File: src/sliding_window_arq_sender_assert.svh
// Assertion macros for the sliding-window ARQ sender.
`ifndef SLIDING_WINDOW_ARQ_SENDER_ASSERT_SVH
`define SLIDING_WINDOW_ARQ_SENDER_ASSERT_SVH
`ifndef NO_ASSERTIONS
`define SWA_ASSERT_IMPL(label, clk, rst_n, prop) \
    label: assert property (@(posedge clk) disable iff (!rst_n) prop) \
        else $error("assertion failed");
`define SWA_ASSERT_NEVER(label, clk, rst_n, cond) \
    label: assert property (@(posedge clk) disable iff (!rst_n) !(cond)) \
        else $error("forbidden condition");
`else
`define SWA_ASSERT_IMPL(label, clk, rst_n, prop)
`define SWA_ASSERT_NEVER(label, clk, rst_n, cond)
`endif
`endif

File: src/swa_pkg.sv
// Shared types and constants of the sliding-window ARQ sender.
package swa_pkg;
    localparam int CHUNK_BYTES = 1024;
    localparam int SEQ_BITS    = 16;

    localparam logic [1:0] REQ_START = 2'd0;
    localparam logic [1:0] REQ_ACK   = 2'd1;
    localparam logic [1:0] REQ_TICK  = 2'd2;
    localparam logic [1:0] CFG_WINDOW  = 2'd0;
    localparam logic [1:0] CFG_TIMEOUT = 2'd1;
    localparam logic [1:0] CFG_GBN     = 2'd2;
    localparam logic KIND_FRAME  = 1'b0;
    localparam logic KIND_STATUS = 1'b1;

    typedef struct packed {
        logic [1:0]  req_type;
        logic [26:0] byte_count;
        logic        final_buffer;
        logic [15:0] ack_sequence;
        logic        ack_is_nak;
        logic        ack_corrupt;
    } swa_req_t;

    typedef struct packed {
        logic        item_kind;
        logic [15:0] frame_sequence;
        logic [10:0] payload_length;
        logic        end_of_transfer;
        logic        is_retransmit;
        logic [16:0] window_base;
        logic        buffer_done;
        logic        last_item;
    } swa_rsp_t;

    typedef struct packed {
        logic [1:0]  index;
        logic [15:0] data;
    } swa_cfg_t;
endpackage

File: src/swa_if.sv
// Valid/ready channel interfaces of the sliding-window ARQ sender.
interface swa_req_if import swa_pkg::*; ();
    logic     valid;
    logic     ready;
    swa_req_t data;
    modport source (output valid, output data, input ready);
    modport sink (input valid, input data, output ready);
endinterface

interface swa_rsp_if import swa_pkg::*; ();
    logic     valid;
    logic     ready;
    swa_rsp_t data;
    modport source (output valid, output data, input ready);
    modport sink (input valid, input data, output ready);
endinterface

interface swa_cfg_if import swa_pkg::*; ();
    logic     valid;
    logic     ready;
    swa_cfg_t data;
    modport source (output valid, output data, input ready);
    modport sink (input valid, input data, output ready);
endinterface

File: src/sliding_window_arq_sender.sv
// Channel      | Dir | Payload
// req          | in  | req_type, byte_count, final_buffer, ack_sequence, ack_is_nak, ack_corrupt
// rsp          | out | item_kind, frame_sequence, payload_length, end_of_transfer, ...
// cfg          | in  | index, data (window_size, timeout_ticks, go_back_n)
// With W the effective window, a request passes through accept, the slide of acked
// slots off the base, a send pass over the W slots, a timeout pass that reads each
// slot's sent time from the RAM and then compares it, and the status result.
// Each frame result holds its pass until taken; a resend adds an issue state.
// The status result blocks the next request until taken. Reset clears flags,
// no clearing pass. Sent times live in a ring RAM indexed by absolute slot.
module sliding_window_arq_sender
    import swa_pkg::*;
#(
    parameter int MAX_WINDOW  = 32
) (
    input  logic    clk,
    input  logic    rst_n,
    swa_req_if.sink   req,
    swa_rsp_if.source rsp,
    swa_cfg_if.sink   cfg
);
    `include "sliding_window_arq_sender_assert.svh"

    localparam int SW = (MAX_WINDOW > 1) ? $clog2(MAX_WINDOW) : 1;
    localparam int CW = $clog2(MAX_WINDOW + 1);
    localparam int CB = $clog2(CHUNK_BYTES);

    localparam logic [2:0] ST_IDLE  = 3'd0;
    localparam logic [2:0] ST_SLIDE = 3'd1;
    localparam logic [2:0] ST_SEND  = 3'd2;
    localparam logic [2:0] ST_RD    = 3'd3;
    localparam logic [2:0] ST_TO    = 3'd4;
    localparam logic [2:0] ST_OUT   = 3'd5;
    localparam logic [2:0] ST_STAT  = 3'd6;

    logic [2:0]  state_reg;
    logic [5:0]  win_reg;
    logic [15:0] tmo_reg;
    logic        gbn_reg;
    logic [16:0] base_reg;
    logic [16:0] fc_reg;
    logic [26:0] bytes_reg;
    logic        final_reg;
    logic [31:0] tick_reg;
    logic [MAX_WINDOW-1:0] acked_reg, sent_reg, force_reg, fresh_reg;
    logic [CW-1:0] idx_reg;
    logic        gbn_go_reg;
    logic [CW-1:0] weff;
    swa_rsp_t    out_reg;
    logic        out_valid_reg;

    logic        ram_we;
    logic [SW-1:0] ram_waddr, ram_raddr;
    logic [31:0] ram_rdata;

    always_comb
    begin
        if (win_reg == 6'd0)
            weff = CW'(1);
        else if (32'(win_reg) > 32'(MAX_WINDOW))
            weff = CW'(MAX_WINDOW);
        else
            weff = CW'(win_reg);
    end

    logic [SW-1:0] slot;
    logic [16:0]   seq;
    logic          in_range;
    logic [26:0]   off_bytes;
    logic [26:0]   left;
    logic [10:0]   plen;
    logic          expired;
    logic [31:0]   age;

    assign slot     = idx_reg[SW-1:0];
    assign seq      = base_reg + 17'(idx_reg);
    assign in_range = (idx_reg < weff) && (seq < fc_reg);
    assign off_bytes = 27'(seq) << CB;
    assign left     = bytes_reg - off_bytes;
    always_comb
    begin
        if ((27'(seq) >> (27 - CB)) != 27'd0 || off_bytes >= bytes_reg)
            plen = 11'd0;
        else if (left > 27'(CHUNK_BYTES))
            plen = 11'(CHUNK_BYTES);
        else
            plen = 11'(left);
    end
    assign age     = tick_reg - ram_rdata;
    assign expired = force_reg[slot] || (age > 32'(tmo_reg));

    assign ram_raddr = SW'(base_reg + 17'(idx_reg));
    assign ram_waddr = ram_raddr;
    assign ram_we    = (state_reg == ST_SEND && in_range && !sent_reg[slot] && !out_valid_reg)
                    || (state_reg == ST_OUT && !out_valid_reg);

    swa_ram #(.WIDTH(32), .DEPTH(1 << SW)) u_time (
        .clk(clk), .we(ram_we), .waddr(ram_waddr), .wdata(tick_reg),
        .raddr(ram_raddr), .rdata(ram_rdata)
    );

    assign req.ready = (state_reg == ST_IDLE) && !out_valid_reg;
    assign cfg.ready = 1'b1;
    assign rsp.valid = out_valid_reg;
    assign rsp.data  = out_reg;

    logic [16:0] ack_off;
    assign ack_off = {1'b0, req.data.ack_sequence} - base_reg;

    logic [16:0] fc_calc;
    logic [26:0] fc_raw;
    assign fc_raw  = (req.data.byte_count >> CB) + 27'(|(req.data.byte_count & 27'(CHUNK_BYTES - 1)));
    assign fc_calc = (fc_raw > 27'(1 << SEQ_BITS)) ? 17'(1 << SEQ_BITS) : 17'(fc_raw);

    always_ff @(posedge clk or negedge rst_n)
    begin
        if (!rst_n)
        begin
            state_reg <= ST_IDLE;
            win_reg <= 6'd1; tmo_reg <= 16'd100; gbn_reg <= 1'b0;
            base_reg <= '0; fc_reg <= '0; bytes_reg <= '0; final_reg <= 1'b0;
            tick_reg <= '0; acked_reg <= '0; sent_reg <= '0; force_reg <= '0;
            fresh_reg <= '0; idx_reg <= '0; gbn_go_reg <= 1'b0;
            out_valid_reg <= 1'b0;
        end
        else
        begin
            if (out_valid_reg && rsp.ready)
                out_valid_reg <= 1'b0;
            if (cfg.valid)
            begin
                case (cfg.data.index)
                    CFG_WINDOW:  win_reg <= cfg.data.data[5:0];
                    CFG_TIMEOUT: tmo_reg <= cfg.data.data;
                    CFG_GBN:     gbn_reg <= cfg.data.data[0];
                    default: ;
                endcase
            end
            case (state_reg)
                ST_IDLE:
                begin
                    if (req.valid && req.ready)
                    begin
                        state_reg <= ST_SLIDE;
                        idx_reg <= '0;
                        case (req.data.req_type)
                            REQ_START:
                            begin
                                bytes_reg <= req.data.byte_count;
                                final_reg <= req.data.final_buffer;
                                fc_reg <= fc_calc;
                                base_reg <= '0;
                                acked_reg <= '0; sent_reg <= '0; force_reg <= '0;
                            end
                            REQ_ACK:
                            begin
                                if (!req.data.ack_corrupt && {1'b0, req.data.ack_sequence} >= base_reg
                                    && ack_off < 17'(weff) && {1'b0, req.data.ack_sequence} < fc_reg)
                                begin
                                    if (req.data.ack_is_nak)
                                        force_reg[ack_off[SW-1:0]] <= 1'b1;
                                    else
                                        acked_reg[ack_off[SW-1:0]] <= 1'b1;
                                end
                            end
                            REQ_TICK: tick_reg <= tick_reg + 32'd1;
                            default: ;
                        endcase
                    end
                end
                ST_SLIDE:
                begin
                    // one slot per cycle off the base while acked, at most one window
                    if (acked_reg[0] && idx_reg < weff)
                    begin
                        acked_reg <= acked_reg >> 1;
                        sent_reg  <= sent_reg >> 1;
                        force_reg <= force_reg >> 1;
                        base_reg  <= base_reg + 17'd1;
                        idx_reg   <= idx_reg + CW'(1);
                    end
                    else
                    begin
                        state_reg <= ST_SEND;
                        idx_reg <= '0;
                        fresh_reg <= '0;
                    end
                end
                ST_SEND:
                begin
                    if (!out_valid_reg)
                    begin
                        if (in_range && !sent_reg[slot])
                        begin
                            out_reg <= '{KIND_FRAME, seq[15:0], plen,
                                final_reg && (seq + 17'd1 == fc_reg), 1'b0, 17'd0, 1'b0, 1'b0};
                            out_valid_reg <= 1'b1;
                            sent_reg[slot] <= 1'b1;
                            force_reg[slot] <= 1'b0;
                            fresh_reg[slot] <= 1'b1;
                        end
                        if (idx_reg + CW'(1) >= weff)
                        begin
                            idx_reg <= '0;
                            state_reg <= ST_RD;
                            gbn_go_reg <= 1'b0;
                        end
                        else
                            idx_reg <= idx_reg + CW'(1);
                    end
                end
                ST_RD: state_reg <= ST_TO;
                ST_TO:
                begin
                    if (!gbn_reg)
                    begin
                        if (in_range && !fresh_reg[slot] && !acked_reg[slot] && expired)
                            state_reg <= ST_OUT;
                        else if (idx_reg + CW'(1) >= weff)
                            state_reg <= ST_STAT;
                        else
                        begin
                            idx_reg <= idx_reg + CW'(1);
                            state_reg <= ST_RD;
                        end
                    end
                    else if (idx_reg == '0 && !gbn_go_reg)
                    begin
                        if (in_range && !fresh_reg[0] && !acked_reg[0] && expired)
                        begin
                            gbn_go_reg <= 1'b1;
                            state_reg <= ST_OUT;
                        end
                        else
                            state_reg <= ST_STAT;
                    end
                    else if (in_range && !fresh_reg[slot])
                        state_reg <= ST_OUT;
                    else if (idx_reg + CW'(1) >= weff)
                        state_reg <= ST_STAT;
                    else
                    begin
                        idx_reg <= idx_reg + CW'(1);
                        state_reg <= ST_RD;
                    end
                end
                ST_OUT:
                begin
                    if (!out_valid_reg)
                    begin
                        out_reg <= '{KIND_FRAME, seq[15:0], plen,
                            final_reg && (seq + 17'd1 == fc_reg), 1'b1, 17'd0, 1'b0, 1'b0};
                        out_valid_reg <= 1'b1;
                        sent_reg[slot] <= 1'b1;
                        force_reg[slot] <= 1'b0;
                        if (idx_reg + CW'(1) >= weff)
                            state_reg <= ST_STAT;
                        else
                        begin
                            idx_reg <= idx_reg + CW'(1);
                            state_reg <= ST_RD;
                        end
                    end
                end
                ST_STAT:
                begin
                    if (!out_valid_reg)
                    begin
                        out_reg <= '{KIND_STATUS, 16'd0, 11'd0, 1'b0, 1'b0, base_reg,
                            base_reg >= fc_reg, 1'b1};
                        out_valid_reg <= 1'b1;
                        state_reg <= ST_IDLE;
                    end
                end
                default: state_reg <= ST_IDLE;
            endcase
        end
    end

    `SWA_ASSERT_IMPL(a_out_hold, clk, rst_n, (out_valid_reg && !rsp.ready) |=> out_valid_reg)
    `SWA_ASSERT_NEVER(a_busy_ready, clk, rst_n, req.ready && state_reg != ST_IDLE)
    `SWA_ASSERT_IMPL(a_stat_last, clk, rst_n,
        (out_valid_reg && out_reg.item_kind == KIND_STATUS) |-> out_reg.last_item)
endmodule

File: src/swa_ram.sv
// Generic single-port-write RAM with registered read.
module swa_ram #(
    parameter int WIDTH = 32,
    parameter int DEPTH = 32
) (
    input  logic                     clk,
    input  logic                     we,
    input  logic [$clog2(DEPTH)-1:0] waddr,
    input  logic [WIDTH-1:0]         wdata,
    input  logic [$clog2(DEPTH)-1:0] raddr,
    output logic [WIDTH-1:0]         rdata
);
    logic [WIDTH-1:0] mem [DEPTH];

    always_ff @(posedge clk)
    begin
        if (we)
        begin
            mem[waddr] <= wdata;
        end
        rdata <= mem[raddr];
    end
endmodule

File: src/flat_wrapper.sv
// flat-port wrapper written by rule: the top's interface ports become plain ports
module sliding_window_arq_sender_flat import swa_pkg::*;
#(
    parameter int MAX_WINDOW  = 32
)
  (clk, rst_n, req_valid, req_data, req_ready, rsp_valid, rsp_data, rsp_ready, cfg_valid, cfg_data, cfg_ready);
  swa_req_if req_i ();
  swa_rsp_if rsp_i ();
  swa_cfg_if cfg_i ();
  input  logic clk;
  input  logic rst_n;
  input wire logic [$bits(req_i.valid)-1:0] req_valid;
  input wire logic [$bits(req_i.data)-1:0] req_data;
  output wire logic [$bits(req_i.ready)-1:0] req_ready;
  output wire logic [$bits(rsp_i.valid)-1:0] rsp_valid;
  output wire logic [$bits(rsp_i.data)-1:0] rsp_data;
  input wire logic [$bits(rsp_i.ready)-1:0] rsp_ready;
  input wire logic [$bits(cfg_i.valid)-1:0] cfg_valid;
  input wire logic [$bits(cfg_i.data)-1:0] cfg_data;
  output wire logic [$bits(cfg_i.ready)-1:0] cfg_ready;
  assign req_i.valid = req_valid;
  assign req_i.data = req_data;
  assign req_ready = req_i.ready;
  assign rsp_valid = rsp_i.valid;
  assign rsp_data = rsp_i.data;
  assign rsp_i.ready = rsp_ready;
  assign cfg_i.valid = cfg_valid;
  assign cfg_i.data = cfg_data;
  assign cfg_ready = cfg_i.ready;
  sliding_window_arq_sender #(.MAX_WINDOW(MAX_WINDOW)) u_core (.clk(clk), .rst_n(rst_n), .req(req_i), .rsp(rsp_i), .cfg(cfg_i));
endmodule
File: config.mk
export PLATFORM = sky130hd
export DESIGN_NAME = sliding_window_arq_sender_flat
export DESIGN_NICKNAME = d
export VERILOG_FILES = /design/src/swa_pkg.sv /design/src/swa_if.sv /design/src/sliding_window_arq_sender.sv /design/src/swa_ram.sv /design/src/flat_wrapper.sv
export VERILOG_INCLUDE_DIRS = /design/src /design/src/src
export SDC_FILE = /design/constraint.sdc
export NUM_CORES = 2
export LEC_CHECK = 0
export ABC_AREA = 1
export BUFFER_PORTS_ARGS = -buffer_cell sky130_fd_sc_hd__buf_2
export CAP_MARGIN = 10
export CORE_MARGIN = 3
export CORE_UTILIZATION = 40
export CTS_CLUSTER_SIZE = 16
export DETAILED_ROUTE_END_ITERATION = 8
export PLACE_DENSITY = 0.59
export RECOVER_POWER = 25
export REMOVE_ABC_BUFFERS = 1
export SETUP_SLACK_MARGIN = 0.02
export SLEW_MARGIN = 20
export SYNTH_ARGS = -nofsm -noshare
export SYNTH_HDL_FRONTEND = slang
export SYNTH_SLANG_ARGS = --single-unit
File: constraint.sdc
create_clock -name clk -period 5.5 [get_ports clk]
set_input_delay 1.1 -clock clk [delete_from_list [all_inputs] [get_ports clk]]
set_output_delay 1.1 -clock clk [all_outputs]
set_load 0.05 [all_outputs]
# Yosys cells after proc, flatten, opt, wreduce, memory -nomap -nowiden
# Memories as Yosys holds them, arrays and structs flattened. A register that Yosys moved wholly into a read port is not among the register bits.
# Cells that the tools add are included.
# word_totals
reg_bits,305
ramBits,1024
input_bits,71
output_inout_bits,52
word_cells,235
mem_count,1
# memory_table
name,words,width,rd,rd_ports_with_merged_regs,wr,line_no,text
u_core.u_time.mem,32,32,1,1,1,swa_ram.sv:13,logic [WIDTH-1:0] mem [DEPTH];
# op_classes
n_addsub,9
n_lt_le_gt_ge,16
eq_ne,30
mux,89
bitwise_logic,6
reduce_logical,60
# op_table
op,count
32-bit two-way mux,20
32-bit one-hot mux with 2 select lines,4
32-bit one-hot mux with 4 select lines,2
49-bit two-way mux,4
49-bit one-hot mux with 3 select lines,1
32-bit bitwise OR,4
6-bit two-way mux,12
17-bit two-way mux,4
17-bit by 1-bit adder with 17-bit output (second input constant),2
17-bit one-hot mux with 2 select lines,1
3-bit two-way mux,11
32-bit by 1-bit adder with 32-bit output (second input constant),1
32-bit AND,1
32-bit by 16-bit > comparator with 1-bit output,1
32-bit inverter,1
32-bit subtractor,1
6-bit one-hot mux with 5 select lines,1
27-bit greater-or-equal comparator,1
27-bit by 11-bit > comparator with 1-bit output (second input constant),1
27-bit by 17-bit > comparator with 1-bit output (second input constant),1
27-bit subtractor,1
6-bit AND reduction,4
1-bit logical AND,23
11-bit two-way mux,2
other kinds (46),106

# Logic depth before layout (Yosys ltp)
# logic_depth
depth_word,12
depth_mapped,32
mapped_depth_nobuf,32

# Hierarchy
# From an unflattened synthesis, not the netlist that was laid out.
# hier_totals
cells_unflattened,6933
area_unflattened_um2,65785.6
# modules_own_cells
mod,instances,cells_per_inst,area_per_inst_um2,seq_area_each_um2
swa_ram,1,3536,42405.7,31390.1
sliding_window_arq_sender,1,3397,23379.9,7852.5

# Worst setup path after synthesis
# No wires, ideal clock.
# synth_timing
path_type,reg2reg
start,register u_core.base_reg[0]
end,"register u_core.out_reg, in the netlist u_core.rsp.data[0] (enable)"
setup_ns,0.454
arrival_ns,5.257
setup_slack_ns,-0.210
stages_incl_launch_ff,17
path_buffers,2
cell_sequence,dfrtp_1 -> ha_1 -> fa_1 -> xnor2_1 -> inv_1 -> clkbuf_1 -> clkbuf_1 -> ha_1 -> a21oi_1 -> nor2_1 -> o31ai_1 -> nand2_1 -> nand2_1 -> nand4_1 -> o21ai_4 -> nand3_1 -> nor2_1
# synth_between
elab_chain_cells,6
# synth_rtl
item,line_no,text
"start, declared",sliding_window_arq_sender.sv:40,logic [16:0] base_reg;
"start signal, assigned",sliding_window_arq_sender.sv:179,base_reg <= base_reg + 17'd1;
17-bit by 6-bit adder with 17-bit output,sliding_window_arq_sender.sv:76,assign seq = base_reg + 17'(idx_reg);
17-bit < comparator,sliding_window_arq_sender.sv:77,assign in_range = (idx_reg < weff) && (seq < fc_reg);
1-bit logical AND,sliding_window_arq_sender.sv:77,
1-bit logical AND,sliding_window_arq_sender.sv:193,if (in_range && !sent_reg[slot])
2-bit != test (no line),-,
6-bit AND reduction (no line),-,
"end signal, assigned",sliding_window_arq_sender.sv:195,"out_reg <= '{KIND_FRAME, seq[15:0], plen,"
"end signal, assigned",sliding_window_arq_sender.sv:251,"out_reg <= '{KIND_FRAME, seq[15:0], plen,"
"end signal, assigned",sliding_window_arq_sender.sv:269,"out_reg <= '{KIND_STATUS, 16'd0, 11'd0, 1'b0, 1'b0, base_reg,"
"end, declared",sliding_window_arq_sender.sv:49,swa_rsp_t out_reg;
# Every way passes these cells.
# A chain may end at the register's enable or synchronous reset.

# Final worst setup path
# layout_timing
start,register u_core.idx_reg[0]
end,memory u_core.u_time.mem[12][28] (enable)
# layout_between
elab_chain_cells,9
word_cells_on_any_way,13
classes_between,add/sub (1); order compare (2); mux (4); reduce/logical (6)
# layout_rtl
item,line_no,text
"start, declared",sliding_window_arq_sender.sv:46,logic [CW-1:0] idx_reg;
"start signal, assigned",sliding_window_arq_sender.sv:180,idx_reg <= idx_reg + CW'(1);
"start signal, assigned",sliding_window_arq_sender.sv:209,idx_reg <= idx_reg + CW'(1);
"start signal, assigned",sliding_window_arq_sender.sv:223,idx_reg <= idx_reg + CW'(1);
17-bit by 6-bit adder with 17-bit output,sliding_window_arq_sender.sv:76,
17-bit < comparator,sliding_window_arq_sender.sv:77,
1-bit logical AND,sliding_window_arq_sender.sv:77,
1-bit logical AND (3 in a row),sliding_window_arq_sender.sv:94,assign ram_we = (state_reg == ST_SEND && in_range && !sent_reg[slot] && !out_valid_reg)
1-bit logical OR,sliding_window_arq_sender.sv:95,|| (state_reg == ST_OUT && !out_valid_reg);
1-bit two-way mux,swa_ram.sv:17,if (we)
1-bit two-way mux (not written as such),swa_ram.sv:19,mem[waddr] <= wdata;
"end, declared",swa_ram.sv:13,
# Several ways; a longest one is shown, not always the timed one. The select of a mux whose other input is x is not followed.

==> impl_metrics.yaml <==
layout:
  drive_above_1_share: 0.0960
  largest-register: "u_core.u_time.mem"
  fin_cells: 8601
  areaGrowthSynthToFinish_pct: 13.8
  design_area_mm2: 0.0722
  layout.nets: 6656
  largest_register_ffs: 1024
run_status:
  outcome: "finished, violations left"
  violations: "capacitance limit, slew limit"
yosys:
  yosysSeqAreaShare: 0.618
  yosys_warnings: 0
  syn_avg_cell_area_um2: 10.2
  synth-edff-count: 1072
  synthTopCellsByArea: "edfxtp_1 (51%), dfrtp_1 (9.9%), o21ai_0 (5.9%)"
  synth_top_area_share: 0.507
  synth_top_cell_by_area: "edfxtp_1"
  synth_seq_cells: 1360
  synthCells: 6249
  async_reset_ff_frac: 0.188
  synth_ff_type: "edfxtp_1"
  synth_common_cells: "edfxtp_1 (1072), nand2_1 (987), nor2_1 (876)"
  synth.distinct_cells: 76
  syn_area_mm2: 0.0635
  synth.most_common_cell: "edfxtp_1"
sta:
  setup_violations: 0
  min_period_ns: 5.06
  fin_crit_sh: 0.920
  tightest_slew_ns: 3.42
  drv_slew: 883
  slew_headroom: -1.28
  max_freq_mhz: 198
  clock-skew-final_ns: 0.0610
  worst_slack_ns: 0.441
  rsz0062_at_grt: "false"
  final_hold_viol_count: 0
  tns_ns: 0
placement:
  routabilityCongestion: 0.925
  dp_cells: 8327
  dp_hpwl_mm: 129
  portBuffers: 121
  place_worst_setup_slack_ns: 0.528
  dpl_cell_area_mm2: 0.0675
setup_path:
  cpPeakStageDelay_ns: 0.53
  cp_data_arrival_time_ns: 5.47
  path_buf_inv: 5
  crit_path_end_kind: "flop"
  critical-path-top-cell-by-count: "nand2_1"
  critical_path.slowest_cell: "fa_4"
  path_class: "flop to flop"
  critical_path_peak_fanout: 16
  cp-start-kind: "flop"
  cp_top_family: "simple AND/OR/NAND/NOR gates"
  required_ns: 5.91
clock_tree:
  cts_buffers: 148
  cts.sinks: 1360
  cts_max_level: 4
  clock_path_buffers: 3
  post_cts_buffers: 0
  cts_tree: "built"
  root_buffer: "clkbuf_16"
  clkLatencyLatePin_ns: 0.80
  path_clk_slew_ns: 0.06
  ctsResizeCount: 0
  hold_buffers: 0
detailed_routing:
  wl_per_cell_um: 23.3
  vias: 48000
  drt_iter0_drc: 5502
  detail-route-antenna-nets: 0
  dr.pass1.iters: 5
  drc: 0
  routed_wl_mm: 200
  drt-vias-per-instance: 5.58
global_routing:
  grt_pass1_wl_mm: 296
  first_global_vias: 45300
  grt_use_total: 0.240
  overflow: 0
  grt_max_degree: 167
  antenna_found_initial: 5
power_and_ir_drop:
  total_power_mw: 37.4
  switching_power_mw: 15.7
  seq_power_share: 0.332
  internal_power_mw: 21.8
  combPwrFrac: 0.404
  vdd_drop_max_v: 0.000405
  netSwitchingFraction: 0.418
  power.density_mw_per_mm2: 519
  pwr-share-clk: 0.264
  p_leak_nw: 27.8
die:
  die-width_um: 404
  initial_core_util: 0.404
  io_pins: 123
  die_y_um: 404
  core_area_mm2: 0.157
  design.die.area_mm2: 0.163
  rows: 145
run:
  drv_cap: 24
worst_hold_path:
  hold_path_class: "flop to flop"
cells in the final DEF, fill, tap and decap left out, types with 71 or more instances in the layout:
cell type / n
nand2_1: 986
ha_1: 161
dfrtp_1: 251
nor2_1: 841
xor2_1: 92
buf_4: 154
nand3_1: 130
o21ai_0: 746
inv_1: 522
buf_2: 120
edfxtp_1: 1072
a21oi_1: 329
o22ai_1: 232
nand4_1: 75
nor3_1: 77
clkbuf_1: 71
clkbuf_16: 150
cell families after synthesis:
family          share of synthesized area
other cells                     0.0000591
buf+inv                            0.0519
simple gates                        0.147
flops                               0.618
fa+ha+maj                          0.0332
xor+xnor                           0.0170
compound gates                      0.132
power by group through the flow:
stage               combinational (mW)  sequential (mW)  clock [mW]
detailed placement                15.0             12.6           0
global placement                  14.9             12.6           0
global route                      16.6             12.5        10.5
CTS                               15.0             12.4        10.1
finish                            15.1             12.4        9.88
floorplan                         8.32             12.8           0
worst paths after layout:
path,startpoint,to,slack [ns],depth (start not counted)
worst max-delay path,u_core.idx_reg[0],u_core.u_time.mem[12][28],0.44,25
worst min-delay path,u_core.fresh_reg[24],u_core.fresh_reg[24],0.48,1
worst max register to register,u_core.idx_reg[0],u_core.u_time.mem[12][28],0.44,25
worst min register to register,u_core.fresh_reg[24],u_core.fresh_reg[24],0.48,1
max in group asynchronous,rst_n,u_core.bytes_reg[7],1.60,2
min in group asynchronous,rst_n,u_core.force_reg[11],1.48,1
layout make-up:
class / count / area [µm²]
flip-flops and latches: 1360 / 39200
clock inverters: 59 / 694
repair buffers: 316 / 2210
fillers: 14600 / 84700
diodes: 3 / 7.51
multi-input cells: 4044 / 21300
inverters: 549 / 2080
well taps: 2058 / 2570
clock buffers: 212 / 4140
stage by stage:
step	hold WS, ns	util
after floorplan	0.443	-
final	0.485	0.460
after global placement	0.463	0.430
after detailed placement	0.471	0.430
after global routing	0.497	0.460
after CTS	0.222	0.461
routing by layer:
metal	up-vias	share of wire	track usage
met5	-	0.000065	0
met4	2	0.035	0.0840
met3	344	0.079	0.0372
met2	2041	0.46	0.377
met1	23400	0.43	0.339
li1	22100	-	-
No activity file was read; power rests on OpenSTA's default activity.
